## src/tplm_pkg.sv

```systemverilog
`timescale 1ns / 1ps
// ----------------------------------------------------------------------------
// tplm_pkg
// Shared types and constants of the three-phase line monitor.
// ----------------------------------------------------------------------------
package tplm_pkg;

   localparam logic [2:0] REG_VOLTAGE_OFFSETS = 3'd0;
   localparam logic [2:0] REG_CURRENT_OFFSETS = 3'd1;
   localparam logic [2:0] REG_LOST_THRESHOLD  = 3'd2;
   localparam logic [2:0] REG_UNDER_THRESHOLD = 3'd3;
   localparam logic [2:0] REG_OVER_THRESHOLD  = 3'd4;

   localparam logic [1:0] STATUS_OK    = 2'd0;
   localparam logic [1:0] STATUS_LOST  = 2'd1;
   localparam logic [1:0] STATUS_UNDER = 2'd2;
   localparam logic [1:0] STATUS_OVER  = 2'd3;

   localparam logic [1:0] PHASE_NONE = 2'd3;

   localparam logic [15:0] LOST_RESET  = 16'd500;
   localparam logic [15:0] UNDER_RESET = 16'd1980;
   localparam logic [15:0] OVER_RESET  = 16'd2420;

   localparam logic [22:0] APPARENT_MAX = 23'd6553500;
   localparam logic [16:0] CURRENT_MAX  = 17'd131071;
   // ceil(2^37 / 125): divide by 1000 as (x >> 3) * MILLI_RECIP >> 37
   localparam logic [30:0] MILLI_RECIP  = 31'd1099511628;
   localparam logic [13:0] UNB_SCALE    = 14'd10000;
   localparam logic [17:0] UNB_MIN_SUM  = 18'd30;

   // one classified reading on its way from front to back
   typedef struct packed {
      logic [1:0]  phase;
      logic        valid;
      logic [1:0]  status;
      logic [15:0] vc;
      logic [16:0] ic;
      logic [17:0] ap;
      logic [6:0]  pf;
      logic [9:0]  freq;
      logic [23:0] energy;
      logic [32:0] prod;
      logic [17:0] sum;
      logic [17:0] maxdev;
      logic        unb_en;
   } entry_type;

endpackage

```

## src/tplm_front.sv

```systemverilog
`timescale 1ns / 1ps
// ----------------------------------------------------------------------------
// tplm_front
// Holds configuration and per-phase state, calibrates and classifies readings.
// ----------------------------------------------------------------------------
module tplm_front (
   input  logic                  clock,
   input  logic                  reset,
   input  logic                  csr_write_enable,
   input  logic [2:0]            csr_index,
   input  logic [47:0]           csr_write_data,
   input  logic                  take,
   input  logic [1:0]            phase_index,
   input  logic [15:0]           voltage_raw,
   input  logic [16:0]           current_raw,
   input  logic [17:0]           active_power_raw,
   input  logic [6:0]            power_factor_raw,
   input  logic [9:0]            frequency_raw,
   input  logic [23:0]           energy_raw,
   input  logic [5:0]            valid_mask,
   output tplm_pkg::entry_type   entry
);

   logic [47:0] voff_ff, ioff_ff;
   logic [15:0] lost_ff, under_ff, over_ff;
   logic [15:0] sv_ff [3];
   logic        sval_ff [3];
   logic [23:0] se_ff [3];
   logic [15:0] sv_in [3];
   logic        sval_in [3];
   logic [23:0] se_in [3];

   logic               valid, phase_ok;
   logic signed [15:0] voff, ioff;
   logic signed [17:0] vsum;
   logic signed [18:0] isum;
   logic [15:0]        vc;
   logic [16:0]        ic;
   logic [23:0]        en;
   logic [1:0]         status;
   logic [17:0]        sum, maxdev, t, dev;

   always_ff @(posedge clock) begin
      if (reset) begin
         voff_ff  <= '0;
         ioff_ff  <= '0;
         lost_ff  <= tplm_pkg::LOST_RESET;
         under_ff <= tplm_pkg::UNDER_RESET;
         over_ff  <= tplm_pkg::OVER_RESET;
      end else if (csr_write_enable) begin
         case (csr_index)
            tplm_pkg::REG_VOLTAGE_OFFSETS: voff_ff  <= csr_write_data;
            tplm_pkg::REG_CURRENT_OFFSETS: ioff_ff  <= csr_write_data;
            tplm_pkg::REG_LOST_THRESHOLD:  lost_ff  <= csr_write_data[15:0];
            tplm_pkg::REG_UNDER_THRESHOLD: under_ff <= csr_write_data[15:0];
            tplm_pkg::REG_OVER_THRESHOLD:  over_ff  <= csr_write_data[15:0];
            default: ;
         endcase
      end
   end

   always_comb begin
      valid    = (valid_mask[1:0] == 2'b11);
      phase_ok = (phase_index != tplm_pkg::PHASE_NONE);
      case (phase_index)
         2'd0: begin voff = voff_ff[15:0];  ioff = ioff_ff[15:0];  end
         2'd1: begin voff = voff_ff[31:16]; ioff = ioff_ff[31:16]; end
         2'd2: begin voff = voff_ff[47:32]; ioff = ioff_ff[47:32]; end
         default: begin voff = '0; ioff = '0; end
      endcase
      vsum = $signed({2'b00, voltage_raw}) + 18'(voff);
      isum = $signed({2'b00, current_raw}) + 19'(ioff);
      vc = 16'd0;
      ic = 17'd0;
      if (valid) begin
         if (vsum < 0) vc = 16'd0;
         else if (vsum > 18'sd65535) vc = 16'hFFFF;
         else vc = vsum[15:0];
         if (isum < 0) ic = 17'd0;
         else if (isum > 19'sd131071) ic = tplm_pkg::CURRENT_MAX;
         else ic = isum[16:0];
      end
      if (!valid) status = tplm_pkg::STATUS_LOST;
      else if (vc < lost_ff) status = tplm_pkg::STATUS_LOST;
      else if (vc < under_ff) status = tplm_pkg::STATUS_UNDER;
      else if (vc > over_ff) status = tplm_pkg::STATUS_OVER;
      else status = tplm_pkg::STATUS_OK;
      // a lost phase keeps the energy stored for it
      if (valid) en = valid_mask[5] ? energy_raw : 24'd0;
      else if (phase_ok) en = se_ff[phase_index];
      else en = 24'd0;
      for (int k = 0; k < 3; k++) begin
         sv_in[k]   = sv_ff[k];
         sval_in[k] = sval_ff[k];
         se_in[k]   = se_ff[k];
      end
      if (take && phase_ok) begin
         sv_in[phase_index]   = vc;
         sval_in[phase_index] = valid;
         se_in[phase_index]   = en;
      end
      // unbalance inputs from the state this item leaves behind
      sum = 18'(sv_in[0]) + 18'(sv_in[1]) + 18'(sv_in[2]);
      maxdev = '0;
      for (int k = 0; k < 3; k++) begin
         t   = (18'(sv_in[k]) << 1) + 18'(sv_in[k]);
         dev = (t > sum) ? t - sum : sum - t;
         if (dev > maxdev) maxdev = dev;
      end
      entry.phase  = phase_index;
      entry.valid  = valid;
      entry.status = status;
      entry.vc     = vc;
      entry.ic     = ic;
      entry.ap     = (valid && valid_mask[2]) ? active_power_raw : 18'd0;
      entry.pf     = (valid && valid_mask[3]) ? power_factor_raw : 7'd0;
      entry.freq   = (valid && valid_mask[4]) ? frequency_raw : 10'd0;
      entry.energy = en;
      entry.prod   = valid ? 33'(voltage_raw) * 33'(current_raw) : 33'd0;
      entry.sum    = sum;
      entry.maxdev = maxdev;
      entry.unb_en = sval_in[0] && sval_in[1] && sval_in[2] && (sum >= tplm_pkg::UNB_MIN_SUM);
   end

   always_ff @(posedge clock) begin
      if (reset) begin
         for (int k = 0; k < 3; k++) begin
            sv_ff[k]   <= '0;
            sval_ff[k] <= 1'b0;
            se_ff[k]   <= '0;
         end
      end else begin
         for (int k = 0; k < 3; k++) begin
            sv_ff[k]   <= sv_in[k];
            sval_ff[k] <= sval_in[k];
            se_ff[k]   <= se_in[k];
         end
      end
   end

endmodule

```

## src/tplm_queue.sv

```systemverilog
`timescale 1ns / 1ps
// ----------------------------------------------------------------------------
// tplm_queue
// Short first-in first-out queue of classified readings.
// ----------------------------------------------------------------------------
module tplm_queue #(
   parameter int DEPTH = 2
) (
   input  logic                clock,
   input  logic                reset,
   input  logic                push,
   input  tplm_pkg::entry_type push_data,
   input  logic                pop,
   output tplm_pkg::entry_type head,
   output logic                full,
   output logic                empty
);

   localparam int PW = (DEPTH > 1) ? $clog2(DEPTH) : 1;
   localparam int CW = $clog2(DEPTH + 1);

   tplm_pkg::entry_type mem_ff [DEPTH];
   logic [PW-1:0] wr_ff, rd_ff, wr_in, rd_in;
   logic [CW-1:0] cnt_ff, cnt_in;

   assign full  = (cnt_ff == CW'(DEPTH));
   assign empty = (cnt_ff == '0);
   assign head  = mem_ff[rd_ff];

   always_comb begin
      wr_in  = wr_ff;
      rd_in  = rd_ff;
      cnt_in = cnt_ff;
      if (push) wr_in = (wr_ff == PW'(DEPTH - 1)) ? '0 : wr_ff + 1'b1;
      if (pop)  rd_in = (rd_ff == PW'(DEPTH - 1)) ? '0 : rd_ff + 1'b1;
      if (push && !pop) cnt_in = cnt_ff + 1'b1;
      else if (pop && !push) cnt_in = cnt_ff - 1'b1;
   end

   always_ff @(posedge clock) begin
      if (reset) begin
         wr_ff  <= '0;
         rd_ff  <= '0;
         cnt_ff <= '0;
      end else begin
         wr_ff  <= wr_in;
         rd_ff  <= rd_in;
         cnt_ff <= cnt_in;
      end
   end

   always_ff @(posedge clock) begin
      if (push) mem_ff[wr_ff] <= push_data;
   end

endmodule

```

## src/tplm_back.sv

```systemverilog
`timescale 1ns / 1ps
// ----------------------------------------------------------------------------
// tplm_back
// Serial divide, multiply and square root; holds the result register.
// ----------------------------------------------------------------------------
module tplm_back (
   input  logic                clock,
   input  logic                reset,
   input  logic                empty,
   input  tplm_pkg::entry_type head,
   output logic                pop,
   output logic                rsp_valid,
   input  logic                rsp_stall,
   output logic [1:0]          rsp_phase_out,
   output logic                rsp_phase_valid,
   output logic [1:0]          rsp_line_status,
   output logic [15:0]         rsp_voltage_cal,
   output logic [16:0]         rsp_current_cal,
   output logic [17:0]         rsp_active_power,
   output logic [22:0]         rsp_apparent_power,
   output logic [22:0]         rsp_reactive_power,
   output logic [6:0]          rsp_power_factor,
   output logic [9:0]          rsp_frequency,
   output logic [23:0]         rsp_energy,
   output logic [14:0]         rsp_unbalance
);

   localparam logic [2:0] ST_IDLE = 3'd0;
   localparam logic [2:0] ST_DIV  = 3'd1;
   localparam logic [2:0] ST_PREP = 3'd2;
   localparam logic [2:0] ST_MUL  = 3'd3;
   localparam logic [2:0] ST_SQRT = 3'd4;
   localparam logic [2:0] ST_DONE = 3'd5;

   logic [2:0]  st_ff;
   logic [5:0]  cnt_ff;
   tplm_pkg::entry_type ent_ff;
   logic [32:0] q1_ff, q2_ff;
   logic [17:0] r2_ff;
   logic [22:0] s_ff;
   logic [14:0] unb_ff;
   logic [46:0] a_ff, acc_ff;
   logic [23:0] b_ff;
   logic [45:0] x_ff, res_ff, bit_ff;
   logic        rsp_valid_ff;

   logic [60:0] q1_mul;
   logic [18:0] r2n;
   logic [22:0] s_sat;
   logic [45:0] trial;

   assign pop       = (st_ff == ST_IDLE) && !empty;
   assign rsp_valid = rsp_valid_ff;

   always_comb begin
      q1_mul = 61'(q1_ff[32:3]) * 61'(tplm_pkg::MILLI_RECIP);
      r2n    = {r2_ff, q2_ff[32]};
      s_sat  = (q1_ff > 33'(tplm_pkg::APPARENT_MAX)) ? tplm_pkg::APPARENT_MAX : q1_ff[22:0];
      trial  = res_ff + bit_ff;
   end

   always_ff @(posedge clock) begin
      if (reset) begin
         st_ff        <= ST_IDLE;
         cnt_ff       <= '0;
         rsp_valid_ff <= 1'b0;
      end else begin
         if (rsp_valid_ff && !rsp_stall) rsp_valid_ff <= 1'b0;
         case (st_ff)
            ST_IDLE: if (!empty) begin
               st_ff  <= ST_DIV;
               cnt_ff <= '0;
            end
            ST_DIV: begin
               cnt_ff <= cnt_ff + 1'b1;
               if (cnt_ff == 6'd32) st_ff <= ST_PREP;
            end
            ST_PREP: begin
               st_ff  <= ST_MUL;
               cnt_ff <= '0;
            end
            ST_MUL: begin
               cnt_ff <= cnt_ff + 1'b1;
               if (cnt_ff == 6'd23) begin
                  st_ff  <= ST_SQRT;
                  cnt_ff <= '0;
               end
            end
            ST_SQRT: begin
               cnt_ff <= cnt_ff + 1'b1;
               if (cnt_ff == 6'd22) st_ff <= ST_DONE;
            end
            ST_DONE: if (!rsp_valid_ff) begin
               st_ff        <= ST_IDLE;
               rsp_valid_ff <= 1'b1;
            end
            default: st_ff <= ST_IDLE;
         endcase
      end
   end

   always_ff @(posedge clock) begin
      case (st_ff)
         ST_IDLE: begin
            ent_ff <= head;
            q1_ff  <= head.prod;
            q2_ff  <= 33'(head.maxdev * 32'(tplm_pkg::UNB_SCALE));
            r2_ff  <= '0;
         end
         ST_DIV: begin
            // apparent power: product over 1000 by reciprocal, once
            if (cnt_ff == 6'd0) q1_ff <= 33'(q1_mul[60:37]);
            // restoring step on the unbalance quotient
            if (r2n >= {1'b0, ent_ff.sum}) begin
               r2_ff <= 18'(r2n - {1'b0, ent_ff.sum});
               q2_ff <= {q2_ff[31:0], 1'b1};
            end else begin
               r2_ff <= r2n[17:0];
               q2_ff <= {q2_ff[31:0], 1'b0};
            end
         end
         ST_PREP: begin
            s_ff   <= s_sat;
            unb_ff <= ent_ff.unb_en ? q2_ff[14:0] : 15'd0;
            // S*S - P*P as (S-P)*(S+P), zero when P exceeds S
            a_ff   <= (s_sat >= 23'(ent_ff.ap)) ? 47'(s_sat - 23'(ent_ff.ap)) : 47'd0;
            b_ff   <= 24'(s_sat) + 24'(ent_ff.ap);
            acc_ff <= '0;
         end
         ST_MUL: begin
            if (b_ff[0]) acc_ff <= acc_ff + a_ff;
            a_ff <= a_ff << 1;
            b_ff <= b_ff >> 1;
            if (cnt_ff == 6'd23) begin
               x_ff   <= (b_ff[0]) ? 46'(acc_ff + a_ff) : acc_ff[45:0];
               res_ff <= '0;
               bit_ff <= 46'd1 << 44;
            end
         end
         ST_SQRT: begin
            if (x_ff >= trial) begin
               x_ff   <= x_ff - trial;
               res_ff <= (res_ff >> 1) + bit_ff;
            end else begin
               res_ff <= res_ff >> 1;
            end
            bit_ff <= bit_ff >> 2;
         end
         ST_DONE: if (!rsp_valid_ff) begin
            rsp_phase_out      <= ent_ff.phase;
            rsp_phase_valid    <= ent_ff.valid;
            rsp_line_status    <= ent_ff.status;
            rsp_voltage_cal    <= ent_ff.vc;
            rsp_current_cal    <= ent_ff.ic;
            rsp_active_power   <= ent_ff.ap;
            rsp_apparent_power <= s_ff;
            rsp_reactive_power <= res_ff[22:0];
            rsp_power_factor   <= ent_ff.pf;
            rsp_frequency      <= ent_ff.freq;
            rsp_energy         <= ent_ff.energy;
            rsp_unbalance      <= unb_ff;
         end
         default: ;
      endcase
   end

endmodule

```

## src/three_phase_line_monitor.sv

```systemverilog
`timescale 1ns / 1ps
// ----------------------------------------------------------------------------
// three_phase_line_monitor
// Calibrates per-phase meter readings, derives power figures, line status
// and NEMA voltage unbalance.
// ----------------------------------------------------------------------------
//  channel   direction  handshake               payload
//  req_      in         req_valid / req_stall   one phase reading
//  rsp_      out        rsp_valid / rsp_stall   one result per reading
//  csr_      in         csr_write_enable        register index and data
//
//  A reading is taken the cycle it arrives if the queue has room; the front
//  calibrates it and updates the phase state at once.
//  The back takes one reading at a time and works it through 33 steps of the
//  restoring divider for the unbalance, 24 of the shift-add multiplier, 23 of the
//  square root, plus a pop, a preparation and a result state.
//  Reset is synchronous; it restores register defaults and clears state.
//  A waiting result stalls only the back; the front keeps filling the queue.
// ----------------------------------------------------------------------------
module three_phase_line_monitor #(
   parameter int QUEUE_DEPTH = 2
) (
   input  logic        clock,
   input  logic        reset,
   input  logic        csr_write_enable,
   input  logic [2:0]  csr_index,
   input  logic [47:0] csr_write_data,
   input  logic        req_valid,
   output logic        req_stall,
   input  logic [1:0]  req_phase_index,
   input  logic [15:0] req_voltage_raw,
   input  logic [16:0] req_current_raw,
   input  logic [17:0] req_active_power_raw,
   input  logic [6:0]  req_power_factor_raw,
   input  logic [9:0]  req_frequency_raw,
   input  logic [23:0] req_energy_raw,
   input  logic [5:0]  req_valid_mask,
   output logic        rsp_valid,
   input  logic        rsp_stall,
   output logic [1:0]  rsp_phase_out,
   output logic        rsp_phase_valid,
   output logic [1:0]  rsp_line_status,
   output logic [15:0] rsp_voltage_cal,
   output logic [16:0] rsp_current_cal,
   output logic [17:0] rsp_active_power,
   output logic [22:0] rsp_apparent_power,
   output logic [22:0] rsp_reactive_power,
   output logic [6:0]  rsp_power_factor,
   output logic [9:0]  rsp_frequency,
   output logic [23:0] rsp_energy,
   output logic [14:0] rsp_unbalance
);

   tplm_pkg::entry_type front_entry, queue_head;
   logic take, full, empty, pop;

   // hold the requester off while the queue is full
   assign req_stall = full;
   assign take      = req_valid && !full;

   tplm_front u_front (
      .clock            (clock),
      .reset            (reset),
      .csr_write_enable (csr_write_enable),
      .csr_index        (csr_index),
      .csr_write_data   (csr_write_data),
      .take             (take),
      .phase_index      (req_phase_index),
      .voltage_raw      (req_voltage_raw),
      .current_raw      (req_current_raw),
      .active_power_raw (req_active_power_raw),
      .power_factor_raw (req_power_factor_raw),
      .frequency_raw    (req_frequency_raw),
      .energy_raw       (req_energy_raw),
      .valid_mask       (req_valid_mask),
      .entry            (front_entry)
   );

   tplm_queue #(.DEPTH(QUEUE_DEPTH)) u_queue (
      .clock     (clock),
      .reset     (reset),
      .push      (take),
      .push_data (front_entry),
      .pop       (pop),
      .head      (queue_head),
      .full      (full),
      .empty     (empty)
   );

   tplm_back u_back (
      .clock              (clock),
      .reset              (reset),
      .empty              (empty),
      .head               (queue_head),
      .pop                (pop),
      .rsp_valid          (rsp_valid),
      .rsp_stall          (rsp_stall),
      .rsp_phase_out      (rsp_phase_out),
      .rsp_phase_valid    (rsp_phase_valid),
      .rsp_line_status    (rsp_line_status),
      .rsp_voltage_cal    (rsp_voltage_cal),
      .rsp_current_cal    (rsp_current_cal),
      .rsp_active_power   (rsp_active_power),
      .rsp_apparent_power (rsp_apparent_power),
      .rsp_reactive_power (rsp_reactive_power),
      .rsp_power_factor   (rsp_power_factor),
      .rsp_frequency      (rsp_frequency),
      .rsp_energy         (rsp_energy),
      .rsp_unbalance      (rsp_unbalance)
   );

endmodule

```

## config.mk

```make
export PLATFORM = sky130hd
export DESIGN_NAME = three_phase_line_monitor
export DESIGN_NICKNAME = d
export VERILOG_FILES = /design/src/tplm_pkg.sv /design/src/tplm_front.sv /design/src/tplm_queue.sv /design/src/tplm_back.sv /design/src/three_phase_line_monitor.sv
export SDC_FILE = /design/constraint.sdc
export NUM_CORES = 2
export LEC_CHECK = 0
export BUFFER_PORTS_ARGS = -buffer_cell sky130_fd_sc_hd__buf_2
export CAP_MARGIN = 20
export CORE_MARGIN = 10
export CORE_UTILIZATION = 45
export CTS_CLUSTER_DIAMETER = 200
export DETAILED_ROUTE_END_ITERATION = 8
export PLACE_DENSITY_LB_ADDON = 0.15
export REMOVE_ABC_BUFFERS = 1
export SETUP_SLACK_MARGIN = 0.4
export SKIP_LAST_GASP = 1
export SYNTH_ARGS = -nofsm -noshare
export SYNTH_HDL_FRONTEND = slang
export SYNTH_SLANG_ARGS = --single-unit
```

## constraint.sdc

```tcl
create_clock -name clock -period 22.5 [get_ports clock]
set_input_delay 2.25 -clock clock [delete_from_list [all_inputs] [get_ports clock]]
set_output_delay 2.25 -clock clock [all_outputs]
set_load 0.005 [all_outputs]
```

# Word level (Yosys, flattened, before mapping)
# Memory sizes are Yosys's and may differ from the RTL's. A register that Yosys moved wholly into a read port is not among the register bits.
# Cells that the tools add are included.
# totals
reg_bits,810
ramBits,457
inputBits,156
output_inout_bits,160
elab_cells,264
memories,4
# memory_table
name,words,word_bits,read_ports,rd_clocked_by_memory_dff,write_ports,line,text
u_queue.mem_ff,2,167,1,1,1,tplm_queue.sv:22,tplm_pkg::entry_type mem_ff [DEPTH];
u_front.se_ff,3,24,4,0,3,tplm_front.sv:28,logic [23:0] se_ff [3];
u_front.sv_ff,3,16,3,0,3,tplm_front.sv:26,logic [15:0] sv_ff [3];
u_front.sval_ff,3,1,3,0,3,tplm_front.sv:27,logic sval_ff [3];
# classes
add_sub_neg,25
mul,3
order_cmp,20
n_eq_ne,25
n_mux,90
bitwise_logic,11
reduce_logical,41
# op_table
op,count
46-bit two-way mux,6
46-bit case mux with 2 select lines,3
47-bit case mux with 2 select lines,2
24-bit two-way mux,7
18-bit two-way mux,8
33-bit case mux with 2 select lines,2
18-bit subtractor,7
16-bit two-way mux,7
16-bit case mux with 3 select lines,2
47-bit two-way mux,2
18-bit greater-than comparator,5
17-bit by 16-bit adder with 18-bit output,4
72-bit bitwise mux,1
72-bit two-way mux,1
33-bit two-way mux,2
30-bit by 29-bit multiplier with 59-bit output (second input constant),1
17-bit two-way mux,3
48-bit bitwise mux,1
24-bit demux with 2-bit select,1
48-bit two-way mux,1
24-bit case mux with 2 select lines,1
47-bit adder,1
45-bit by 46-bit adder with 46-bit output,1
46-bit adder,1
other kinds (62),145

# Longest topological paths before layout
# depth
ltp_word,19
ltp_mapped,89
ltp_nobuf,80

# Modules after synthesis
# From an unflattened synthesis, not the netlist that was laid out.
# hier_totals
hier_cells,9274
hier_area_um2,94744.6
# modules_own_cells
mod,instances,cells_each,area_per_inst_um2,seq_area_each_um2
tplm_back,1,4601,49910.4,19028.2
tplm_front,1,4130,32022.0,5345.1
tplm_queue,1,542,12798.5,10129.7
three_phase_line_monitor,1,1,13.8,0.0

# Least setup slack after synthesis
# No wires, ideal clock.
# synth_timing
path_type,input -> register
startpoint,in req_phase_index[0]
endpoint,"mem u_queue.mem_ff[0][10] in the netlist's numbering, data pin"
setup_time_ps,260
arrival_time_ps,16516
required_time_ps,22240
setup_slack_ps,5724
path_stages,83
n_path_buf,8
cell_sequence,buf_2 -> buf_1 -> buf_1 -> mux2i_1 -> o21ai_0 -> ha_1 -> fa_1 -> a211oi_1 -> o211ai_1 -> a21oi_2 -> o22ai_2 -> or2_1 -> buf_2 -> o21ai_1 -> nor2_1 -> a21oi_1 -> inv_1 -> ha_1 -> (+47 left out) -> o21ai_1 -> ha_1 -> a21oi_1 -> nor2b_1 -> o21ai_0 -> nand2_1 -> a21oi_1 -> nor2_1 -> a211oi_1 -> o21ai_0 -> nand3_1 -> nand2_1 -> a21oi_1 -> nor2b_1 -> o22ai_1 -> inv_1 -> clkbuf_1 -> a22o_1
# synth_lines
element,line,text
start: declaration,three_phase_line_monitor.sv:30,"input logic [1:0] req_phase_index,"
end: declaration,tplm_queue.sv:22,

==> flow_summary.toml <==
[routing]
routed_wl_um = 250000
viasPerCell = 5.43
wl_per_cell_um = 20.6
dr.pass1.iters = 6
remaining_drc_errors = 0
ant_nets = 0
drt_iter0_drc = 4226
vias = 65900

[hold_path]
hold_path_class = "reg -> reg"

[die]
dieArea_um2 = 225000
io-pin-count = 316
die_h_um = 474
start_util_pct = 45.3
num_rows = 166
core_area_um2 = 205000
dieWidth_um = 474

[layout]
finalNetCount = 11100
layout-drive-gt1-share_pct = 9.18
syn_to_final_growth_pct = 10.4
nFillCells = 18800
seq_area_um2 = 34500
multi_input_area_um2 = 52700

[worst_setup_path]
crit_buf_inv = 6
critical_path.most_common_cell = "a21oi_1"
crit_type = "in -> reg"
cpLargestDelayFamily = "compound AO/OA/AOI/OAI gates"
r2r_slack_ps = 5190
endpoint_kind = "register"
crit_slowest_cell = "a2111oi_0"
cpPeakStageDelay_ps = 780
path_max_fanout = 51
cp_data_arrival_time_ps = 19570
critPathLaunchType = "input pin"
required_ps = 23050

[grt]
grt_pass1_vias = 67900
globalRouteMet1Util_pct = 29.4
track_usage_pct = 22.0
antenna_found_initial = 24
grt_pass1_wl_um = 392000
top_usage_layer = "met2"
grt_use_met3_pct = 3.42
use_met2_pct = 36.8
overflow = 0
grt_max_degree = 125

[clock_network]
cts_buffers = 144
cts_max_path_buffers = 3
cts_resized = 0
postCtsHoldBufs = 0
htree_levels = 4
clock_sinks = 1243
cts_tree = "done"
clk_pin_slew_ps = 50
root_buffer = "clkbuf_16"
worstSkewPairLatency_ps = 810
post_cts_buffers = 0

[timing]
period_share_pct = 84.6
max_freq_mhz = 52.6
fin_setup_tns_ps = 0
period_minus_slack_ps = 19020
relSlewSlack_pct = 26.0
finalMaxSlewViolations = 0
hold_violations = 0
rsz0062_at_grt = "no"
setup_violations = 0
worst_pin_slew_ps = 1110
skew_ps = 37.6

[yosys]
synth_common_cells = "inv_1 (1184), ha_1 (1036), nand2_1 (965)"
synth_ff_type = "edfxtp_1"
synthArstFlopShare_pct = 0
synth_edf_count = 961
synth_warnings = 0
postSynthAreaPerCell_um2 = 10.2
synth_area_leaders = "edfxtp_1 (31%), ha_1 (14%), fa_1 (12%)"
yosysMostFrequentCell = "inv_1"
syn_inst = 9089
synth.distinct_cells = 107
syn_area_um2 = 92800
synth_top_cell_area_share_pct = 31.1
synth.largest_area_cell = "edfxtp_1"
synth_seq_cells = 1243
ys_seq_area_share_pct = 37.2

[run]
cap_violations = 0

[placed_design]
routabilityCongestion = 0.927
port-buffer-count = 315
dp_hpwl_um = 188000

[status]
status = "complete, no violations"
-- placed cells by master, fill, tap and decap left out, types with 74 or more instances in the layout --
master / netlist / layout
inv_1: 1184 / 1181
ha_1: 1036 / 1036
nand2_1: 965 / 962
edfxtp_1: 961 / 961
a21oi_1: 574 / 573
fa_1: 543 / 543
nor2_1: 519 / 510
o21ai_0: 321 / 320
buf_2: 5 / 313
dfxtp_1: 282 / 281
xnor2_1: 269 / 269
a21o_1: 195 / 195
and2_1: 192 / 189
mux2i_1: 183 / 183
xor2_1: 155 / 155
clkbuf_16: 0 / 148
mux2_2: 135 / 135
a211oi_1: 127 / 127
o21bai_1: 114 / 114
nor2b_1: 92 / 91
buf_4: 0 / 83
and3_1: 76 / 75
nand3_1: 74 / 74
nor3_1: 74 / 74
-- through the flow --
step	std cells	instance area, µm²	setup WS (ps)	util (%)	hold slack [ps]
CTS	12100	102000	3760	50.0	416
global placement	11900	97300	3110	47.5	401
global route	12100	102000	1760	50.0	413
floorplan	8778	91600	2820	-	400
detailed placement	11900	97300	2940	47.5	405
finish	12100	102000	3480	50.0	414
-- final timing paths --
path | end | depth (start not counted) | start
setup / recovery | u_queue.mem_ff[1][15]$_DFFE_PP_ | 76 | req_phase_index[1]
hold / removal | u_back.rsp_energy[2]$_DFFE_PP_ | 0 | u_back.ent_ff[72]$_DFFE_PP_
hold reg to reg | u_back.rsp_energy[2]$_DFFE_PP_ | 0 | u_back.ent_ff[72]$_DFFE_PP_
setup reg to reg | u_queue.mem_ff[1][15]$_DFFE_PP_ | 76 | u_front.voff_ff[16]$_SDFFE_PP0P_
-- state kept, by name, summed over array words and instances (netlist names), 48 cells and up, named ones only --
signal,count
u_queue.mem_ff,334
u_back.ent_ff,116
u_front.se_ff,72
u_front.ioff_ff,48
u_front.sv_ff,48
u_front.voff_ff,48
-- final cells by class --
class,instances,share of cell area [%]
inverters,1188,4.36
flip-flops and latches,1243,33.7
repair buffers,401,2.22
clock inverters,88,1.15
well taps,2688,3.28
diodes,11,0.0269
multi-input cells,6347,51.5
clock buffers,177,3.77
-- kinds of logic after synthesis --
group                      count (synthesis)  share of synthesized area (%)
buffers and inverters                   1499                           6.10
DFF                                     1243                           37.2
adders and majority gates               1592                           25.8
xor gates and xnor gates                 424                           4.00
and+or+nand+nor                         2230                           11.0
muxes                                    320                           3.64
AOI/OAI and AO/OA                       1781                           12.3
-- worst register-to-register path, delay by kind of cell, from the launching register on --
family / cells / cell delay [ps]
DFF: 1 / 320
adders and majority gates: 7 / 2420
xor gates and xnor gates: 2 / 480
buffers and inverters: 4 / 1210
and+or+nand+nor: 22 / 2830
AOI/OAI and AO/OA: 38 / 9020
muxes: 3 / 810
-- routing by layer --
| layer | vias to the layer above | share of wire (%) |
|---|---|---|
| li1 | 31700 | - |
| met1 | 32300 | 45 |
| met2 | 1496 | 47 |
| met3 | 374 | 4.7 |
| met4 | 24 | 3.0 |
| met5 | - | 0.062 |
Power is not shown: default switching activity piles up to over one toggle a cycle in this logic, so the estimate is an artifact.
